File: src/rtl/smvm_pkg.sv
// Shared constants and types for the sparse matrix-vector multiplier.
package smvm_pkg;

  localparam int unsigned DATA_W = 32;
  localparam int unsigned COL_W = 10;
  localparam int unsigned ROW_W = 16;
  localparam int unsigned ACC_W = 64;
  localparam int unsigned OP_W = 2;
  localparam int unsigned VECTOR_DEPTH_DEF = 1024;

  localparam logic [DATA_W-1:0] SCALE_RESET = 32'h0100_0000;

  localparam logic [OP_W-1:0] OP_WRITE = 2'd0;
  localparam logic [OP_W-1:0] OP_NZ = 2'd1;
  localparam logic [OP_W-1:0] OP_EMPTY = 2'd2;

  typedef struct packed {
    logic start;
    logic take;
  } scl_ctrl_t;

  typedef struct packed {
    logic              done;
    logic [DATA_W-1:0] sum;
    logic              sat;
  } scl_stat_t;

endpackage

File: src/rtl/smvm_scale.sv
// Row sum scaling unit: magnitude, two-pass 32x32 multiply, round, saturate.
module smvm_scale
  import smvm_pkg::*;
(
  input  logic                     clk_i,
  input  logic                     rst_ni,
  input  scl_ctrl_t                ctrl_i,
  input  logic [ACC_W-1:0]         acc_i,
  input  logic [DATA_W-1:0]        scale_i,
  output scl_stat_t                stat_o
);

  localparam logic [2:0] U_IDLE = 3'd0;
  localparam logic [2:0] U_LO   = 3'd1;
  localparam logic [2:0] U_HI   = 3'd2;
  localparam logic [2:0] U_RND  = 3'd3;
  localparam logic [2:0] U_FIN  = 3'd4;

  localparam logic [63:0] HALF = 64'h0000_8000_0000_0000;

  logic [2:0]        state_q, state_d;
  logic [ACC_W-1:0]  mag_q;
  logic [DATA_W-1:0] smag_q;
  logic              neg_q;
  logic [63:0]       plo_q, phi_q, t_q;
  logic [47:0]       q_q;
  logic [31:0]       mul_a;
  logic [63:0]       mul_p;
  logic [47:0]       lim;
  logic              sat;
  logic [31:0]       mag_res;

  assign mul_a = (state_q == U_LO) ? mag_q[31:0] : mag_q[63:32];
  assign mul_p = 64'(mul_a) * 64'(smag_q);

  assign lim     = neg_q ? 48'h0000_8000_0000 : 48'h0000_7FFF_FFFF;
  assign sat     = q_q > lim;
  assign mag_res = sat ? lim[31:0] : q_q[31:0];

  assign stat_o.done = (state_q == U_FIN);
  assign stat_o.sat  = sat;
  assign stat_o.sum  = neg_q ? (~mag_res + 32'd1) : mag_res;

  always_comb begin
    state_d = state_q;
    unique case (state_q)
      U_IDLE: if (ctrl_i.start) state_d = U_LO;
      U_LO:   state_d = U_HI;
      U_HI:   state_d = U_RND;
      U_RND:  state_d = U_FIN;
      U_FIN:  if (ctrl_i.take) state_d = U_IDLE;
      default: state_d = U_IDLE;
    endcase
  end

  always_ff @(posedge clk_i or negedge rst_ni) begin
    if (!rst_ni) begin
      state_q <= U_IDLE;
    end else begin
      state_q <= state_d;
    end
  end

  always_ff @(posedge clk_i) begin
    if (state_q == U_IDLE && ctrl_i.start) begin
      mag_q  <= acc_i[ACC_W-1] ? (~acc_i + 64'd1) : acc_i;
      smag_q <= scale_i[DATA_W-1] ? (~scale_i + 32'd1) : scale_i;
      neg_q  <= acc_i[ACC_W-1] ^ scale_i[DATA_W-1];
    end
    if (state_q == U_LO) begin
      plo_q <= mul_p;
    end
    if (state_q == U_HI) begin
      phi_q <= mul_p;
      t_q   <= plo_q + HALF;
    end
    if (state_q == U_RND) begin
      q_q <= 48'((phi_q + (t_q >> 32)) >> 16);
    end
  end

endmodule

File: config.mk
export PLATFORM = sky130hd
export DESIGN_NAME = smvm_scale
export DESIGN_NICKNAME = d
export VERILOG_FILES = /design/src/rtl/smvm_pkg.sv /design/src/rtl/smvm_scale.sv
export SDC_FILE = /design/constraint.sdc
export NUM_CORES = 2
export LEC_CHECK = 0
export ABC_AREA = 1
export BUFFER_PORTS_ARGS = -buffer_cell sky130_fd_sc_hd__buf_2
export CAP_MARGIN = 20
export CORE_UTILIZATION = 25
export DETAILED_ROUTE_END_ITERATION = 8
export GPL_TIMING_DRIVEN = 0
export HOLD_SLACK_MARGIN = 0.02
export PLACE_DENSITY = 0.4
export RECOVER_POWER = 50
export SLEW_MARGIN = 20
export SYNTH_ARGS = -nofsm -noshare
export SYNTH_HDL_FRONTEND = slang
export SYNTH_SLANG_ARGS = --single-unit
File: constraint.sdc
create_clock -name clk_i -period 10.2 [get_ports clk_i]
set_input_delay 0 -clock clk_i [delete_from_list [all_inputs] [get_ports clk_i]]
set_output_delay 0 -clock clk_i [all_outputs]
set_load 0.005 [all_outputs]
After elaboration in Yosys (flattened, before gate mapping)
Index checks and enable logic that the tools add are counted.
- flip-flop bits (word level): 340
- latch bits: 0
- bits in writable memories: 0
- memory bits (read-only): 0
- input port bits: 100
- memories: 0
- add/sub/neg operators: 5
- $mul: 1
- divide/modulo/power cells: 0
- order comparisons: 1
- equal/unequal tests: 6
- shift-type cells: 0
- mux-type cells: 9
- bitwise gates (word level): 4
- reduce and logical (&&, ||, !) cells: 3
- operators by type and width (kind ; count):
    $mux 32 ; 4
    $add 32x1->32 const B ; 2
    $add 64x1->64 const B ; 1
    $add 64x32->64 ; 1
    $add 64x48->64 const B ; 1
    $mul 32x32->64 ; 1
    $not 32->32 ; 2
    $not 64->64 ; 1
    $mux 63 ; 1
    $gt 48x32->1 ; 1
    $mux 31 ; 1
    $pmux 3 s5 ; 1
    $eq 3x2->1 const B ; 2
    $mux 3 ; 2
    $ne 2x2->1 const B ; 2
    $eq 3x1->1 const B ; 1
    $eq 3x3->1 const B ; 1
    $logic_not 3->1 ; 1
    $reduce_and 2->1 ; 1
    $logic_and 1x1->1 ; 1
    $xor 1x1->1 ; 1

Logic depth before layout (Yosys ltp)
- word-level depth: 6
- depth in mapped cells: 41
- gate-level depth less buffers: 39

Least setup slack after synthesis
No wires, ideal clock.
- path type: register to register
- from: register state_q[0]
- to: register phi_q[63], data pin
- setup time: 0.267 ns
- arrival: 8.396 ns
- slack: 1.537 ns
- stages on the path, launching flop included: 38
- path buffers: 2
- cells stage by stage: dfrtp_1 > inv_2 > nor2_1 > inv_2 > nor2_2 > clkbuf_1 > or2_2 > o21ai_0 > inv_1 > clkbuf_1 > nand2_1 > fa_1 > inv_1 > fa_1 > fa_1 > inv_1 > fa_1 > inv_1 > [... 2 more ...] > fa_1 > inv_1 > fa_1 > inv_1 > fa_1 > inv_1 > ha_1 > nand2_1 > nor2_1 > inv_1 > nor3_1 > and3_1 > a21oi_1 > o21ai_0 > nand3_1 > nand2_1 > a31oi_1 > xor2_1
- word-level cells in the longest chain between the ends: 3
- ends and longest elaborated chain (element ; RTL line ; RTL):
    start: declaration ; smvm_scale.sv:21 ; logic [2:0] state_q, state_d;
    start signal: assignment ; smvm_scale.sv:60 ; state_q <= state_d;
    $eq 3x1->1 ; smvm_scale.sv:33 ; assign mul_a = (state_q == U_LO) ? mag_q[31:0] : mag_q[63:32];
    $mux 32 ; smvm_scale.sv:33 ;
    $mul 32x32->64 ; smvm_scale.sv:34 ; assign mul_p = 64'(mul_a) * 64'(smag_q);
    via mul_p[63] ; smvm_scale.sv:28 ; logic [63:0] mul_p;
    end signal: assignment ; smvm_scale.sv:74 ; phi_q <= mul_p;
    end: declaration ; smvm_scale.sv:25 ; logic [63:0] plo_q, phi_q, t_q;
The timed path passes the listed nets, and every way through them passes these cells.
A chain may end at the register's enable or synchronous reset.

Worst setup path after layout
- from: register state_q[0]
- to: register phi_q[44], data pin
Same word-level chain as after synthesis.

==> results.md <==
- Final Cycle Share: 0.9738
- Fin Clk Skew: 0.04066 ns
- Distinct cells, synth: 56
- Syn Inst Count: 5632
- Via count: 38.65k
- CTS tree: yes
- Pre-antenna DRT Iters: 5
- Nets@finish: 7273
- CP arrival: 10.26 ns
- Net Count, Synth: 6958
- Vias/cell: 4.552
- FF/Latch Area: 8273 sq um
- Layout cells sized above 1: 0.06027
- CTS Buf Count: 35
- Max Fclk: 100.7 MHz
- Largest net degree at the start of global routing: 54
- DRC violation count after routing: 0
- Violations in the final reports: capacitance limit, slew limit
- Slowest stage delay, CP: 0.61 ns
- Die area: 195000 sq um
- Fillers: 20.73k
- Worst Path Required: 10.53 ns
- Reg clk slew, reported paths: 0.06 ns
- Syn avg cell area: 8.580 sq um
- Critical path type: flop to flop
- Setup tns final: 0 ns
- Slew HR: -1.019
- CTS Sinks: 276
- Setup violators final: 0
- Routability cong.: 0.9428
- Worst Hold Class: input port to flop
- Initial antenna violation count: 10
- Routed Antenna Nets: 0
- Post-Place Cells: 8290
- Number of max-cap violations: 3
- Finished Layout Cells: 8491
- Clk buf depth: 3
- Syn-to-layout area delta: 13.76%
- Seq/Total Area, Yosys: 0.1712
- Slew @ Worst Pin: 3.028 ns
- Number of global-route vias before repair: 41.30k
- Die Span Y: 441.6 microns
- Status: finished, violations left
- Input/output buffers: 131
- Cell mode on critical path: fa_1
- Avg WL per Cell: 23.14 microns
- I/O pin cnt: 134
- CP Launch Type: flop
- Gr ovfl total: 0
- Initial Util: 0.2530
- Chip width: 441.6 microns
- Core box area: 191000 sq um
- Max Slew Vio Count: 122
- Crit end category: flop
- WL final: 196500 microns
- Post-layout min period: 9.933 ns
- Clock latency on the worst-skew pair: 0.61 ns
- Core Rows: 160
- Register bit total from synthesis: 276
- Multi-input gate area: 34770 sq um
- DR iter-0 viols: 2388
- Post-Syn Area: 48320 sq um
- Final hold vios: 0
- H-tree levels: 2
- Synth warnings: 0
- Hold path cells: 3
- Max FO, Critical Path: 10
- Clk Tree Root Cell: clkbuf_16
- Critical path's slowest cell: fa_1
- First-pass GRT wire length: 284300 microns
- Detailed placer's ending HPWL: 169800 microns
- R2R cell count: 31
- Total Routing Usage GR: 0.2009
## worst max-delay path, delay by kind of cell, from the launching register on
kind            cells  cell delay (ns)
xor+xnor            1             0.40
simple gates        5             0.74
buf+inv            10             1.96
compound gates      6             1.90
fa+ha+maj           9             4.25
flops               1             0.38
## cell type report
cell class              instances  share of cell area
repair buffers                285             0.04006
well taps                    2511             0.05716
flip-flops and latches        276              0.1505
clock buffers                  43             0.01648
diodes                          7           0.0003187
clock inverters                20            0.003141
inverters                    1241             0.08500
plain buffers                 186             0.01482
multi-input cells            3922              0.6325
## kinds of logic (layout without fill, tap and decap cells)
logic type / after synthesis / in the layout / synth area share
xor gates and xnor gates: 212 / 212 / 0.03843
AOI/OAI and AO/OA: 400 / 400 / 0.04581
buffers and inverters: 1434 / 1775 / 0.1123
DFF: 276 / 276 / 0.1712
adders and majority gates: 1226 / 1226 / 0.4567
and+or+nand+nor: 2081 / 2081 / 0.1749
other: 0 / 7 / 0
muxes: 3 / 3 / 0.0006732
## cell usage after synthesis, drive strengths merged
cell type	n	area, sq um
o221ai	1	8.760
nor3b	1	7.510
a41oi	1	8.760
and2	1	6.260
nand3	109	565.5
o21ai	138	716.9
mux2i	1	10.01
o21bai	5	37.54
buf	18	110.1
and3	6	37.54
nor2	898	3396
o311ai	1	8.760
xnor2	72	630.6
o211ai	9	67.56
nand2	903	3442
nand4	36	231.5
a21oi	176	880.8
xor2	140	1226
edfxtp	273	8198
o211a	1	10.01
or2	37	231.5
nand3b	2	15.01
nor4	34	234.0
a21boi	3	22.52
fa	896	17940
inv	1218	4572
a21o	8	60.06
o2111ai	2	17.52
clkinv	23	86.33
dfrtp	3	75.07
a211oi	1	7.510
mux2	2	22.52
o31ai	2	15.01
a31oi	33	206.5
ha	330	4129
clkbuf	175	656.9
a221oi	3	26.28
or3	1	6.260
o21a	15	112.6
o22ai	1	6.260
nor3	53	280.3
## sequential cells by signal (all words and copies together) (netlist names)
name,count
plo_q,32
mag_q,64
phi_q,64
smag_q,32
state_q,3
neg_q,1
t_q,32
q_q,48
## metrics by stage
stage	setup slack [ns]	util	hold WS (ns)	area (sq um)
2_1_floorplan	1.537	-	-0.2956	48320
3_3_place_gp	-2.483	0.2729	-0.1982	52120
3_5_place_dp	-1.399	0.2747	-0.1962	52460
4_1_cts	0.08169	0.2880	0.09528	55010
5_1_grt	-0.008123	0.2877	0.1982	54960
6_report	0.2669	0.2878	0.1688	54970
## worst paths after layout
kind,startpoint,to,slack (ns)
max in group asynchronous,rst_ni,state_q[1],9.72
min in group asynchronous,rst_ni,state_q[2],0.33
worst min register to register,plo_q[41],t_q[41],0.39
worst max register to register,state_q[0],phi_q[44],0.27
worst max-delay path,state_q[0],phi_q[44],0.27
worst min-delay path,ctrl_i[0],state_q[2],0.17
## metal layers
layer,vias to the layer above,routed length [microns],global-route usage
li1,17625,-,-
met1,19562,84800,0.2579
met2,1174,91230,0.3368
met3,283,11830,0.03378
met4,4,8574,0.07538
met5,-,33,0
## what timing repair did
| action | CTS | global route |
|---|---|---|
| endpoints found under the setup margin | 72 | 38 |
| hold buffers | 135 | 0 |
| pin swaps | 0 | 1 |
| hold endpoints to repair | 102 | 0 |
| gates resized for setup | 53 | 52 |
| buffers inserted | 0 | 2 |
## placed cells by master (no fill, tap or decap), types with 5 or more instances in the layout
master         count
a21o_1             8
o211ai_1           9
dlygate4sd3_1    135
nor2_1           889
or2_2             37
nand3_1          105
o21ai_0           92
buf_1              6
buf_4              6
inv_2              7
buf_2            135
a21oi_1          176
a31oi_1           33
and3_1             6
clkbuf_4           5
o21ai_1           20
edfxtp_1         273
o21ai_4           11
fa_1             896
nor2_2             8
clkbuf_16         35
diode_2            7
clkinv_1          24
nand4_1           36
xor2_1           140
inv_1           1211
nor3_1            51
xnor2_1           71
nand2_2           18
buf_6              9
o21ai_2           15
nor4_1            33
nand2_1          884
o21bai_1           5
clkinv_2           8
clkbuf_2          38
clkbuf_1         140
ha_1             330
o21a_1            15
Power is not shown: default switching activity piles up to over one toggle a cycle in this logic, so the estimate is an artifact.
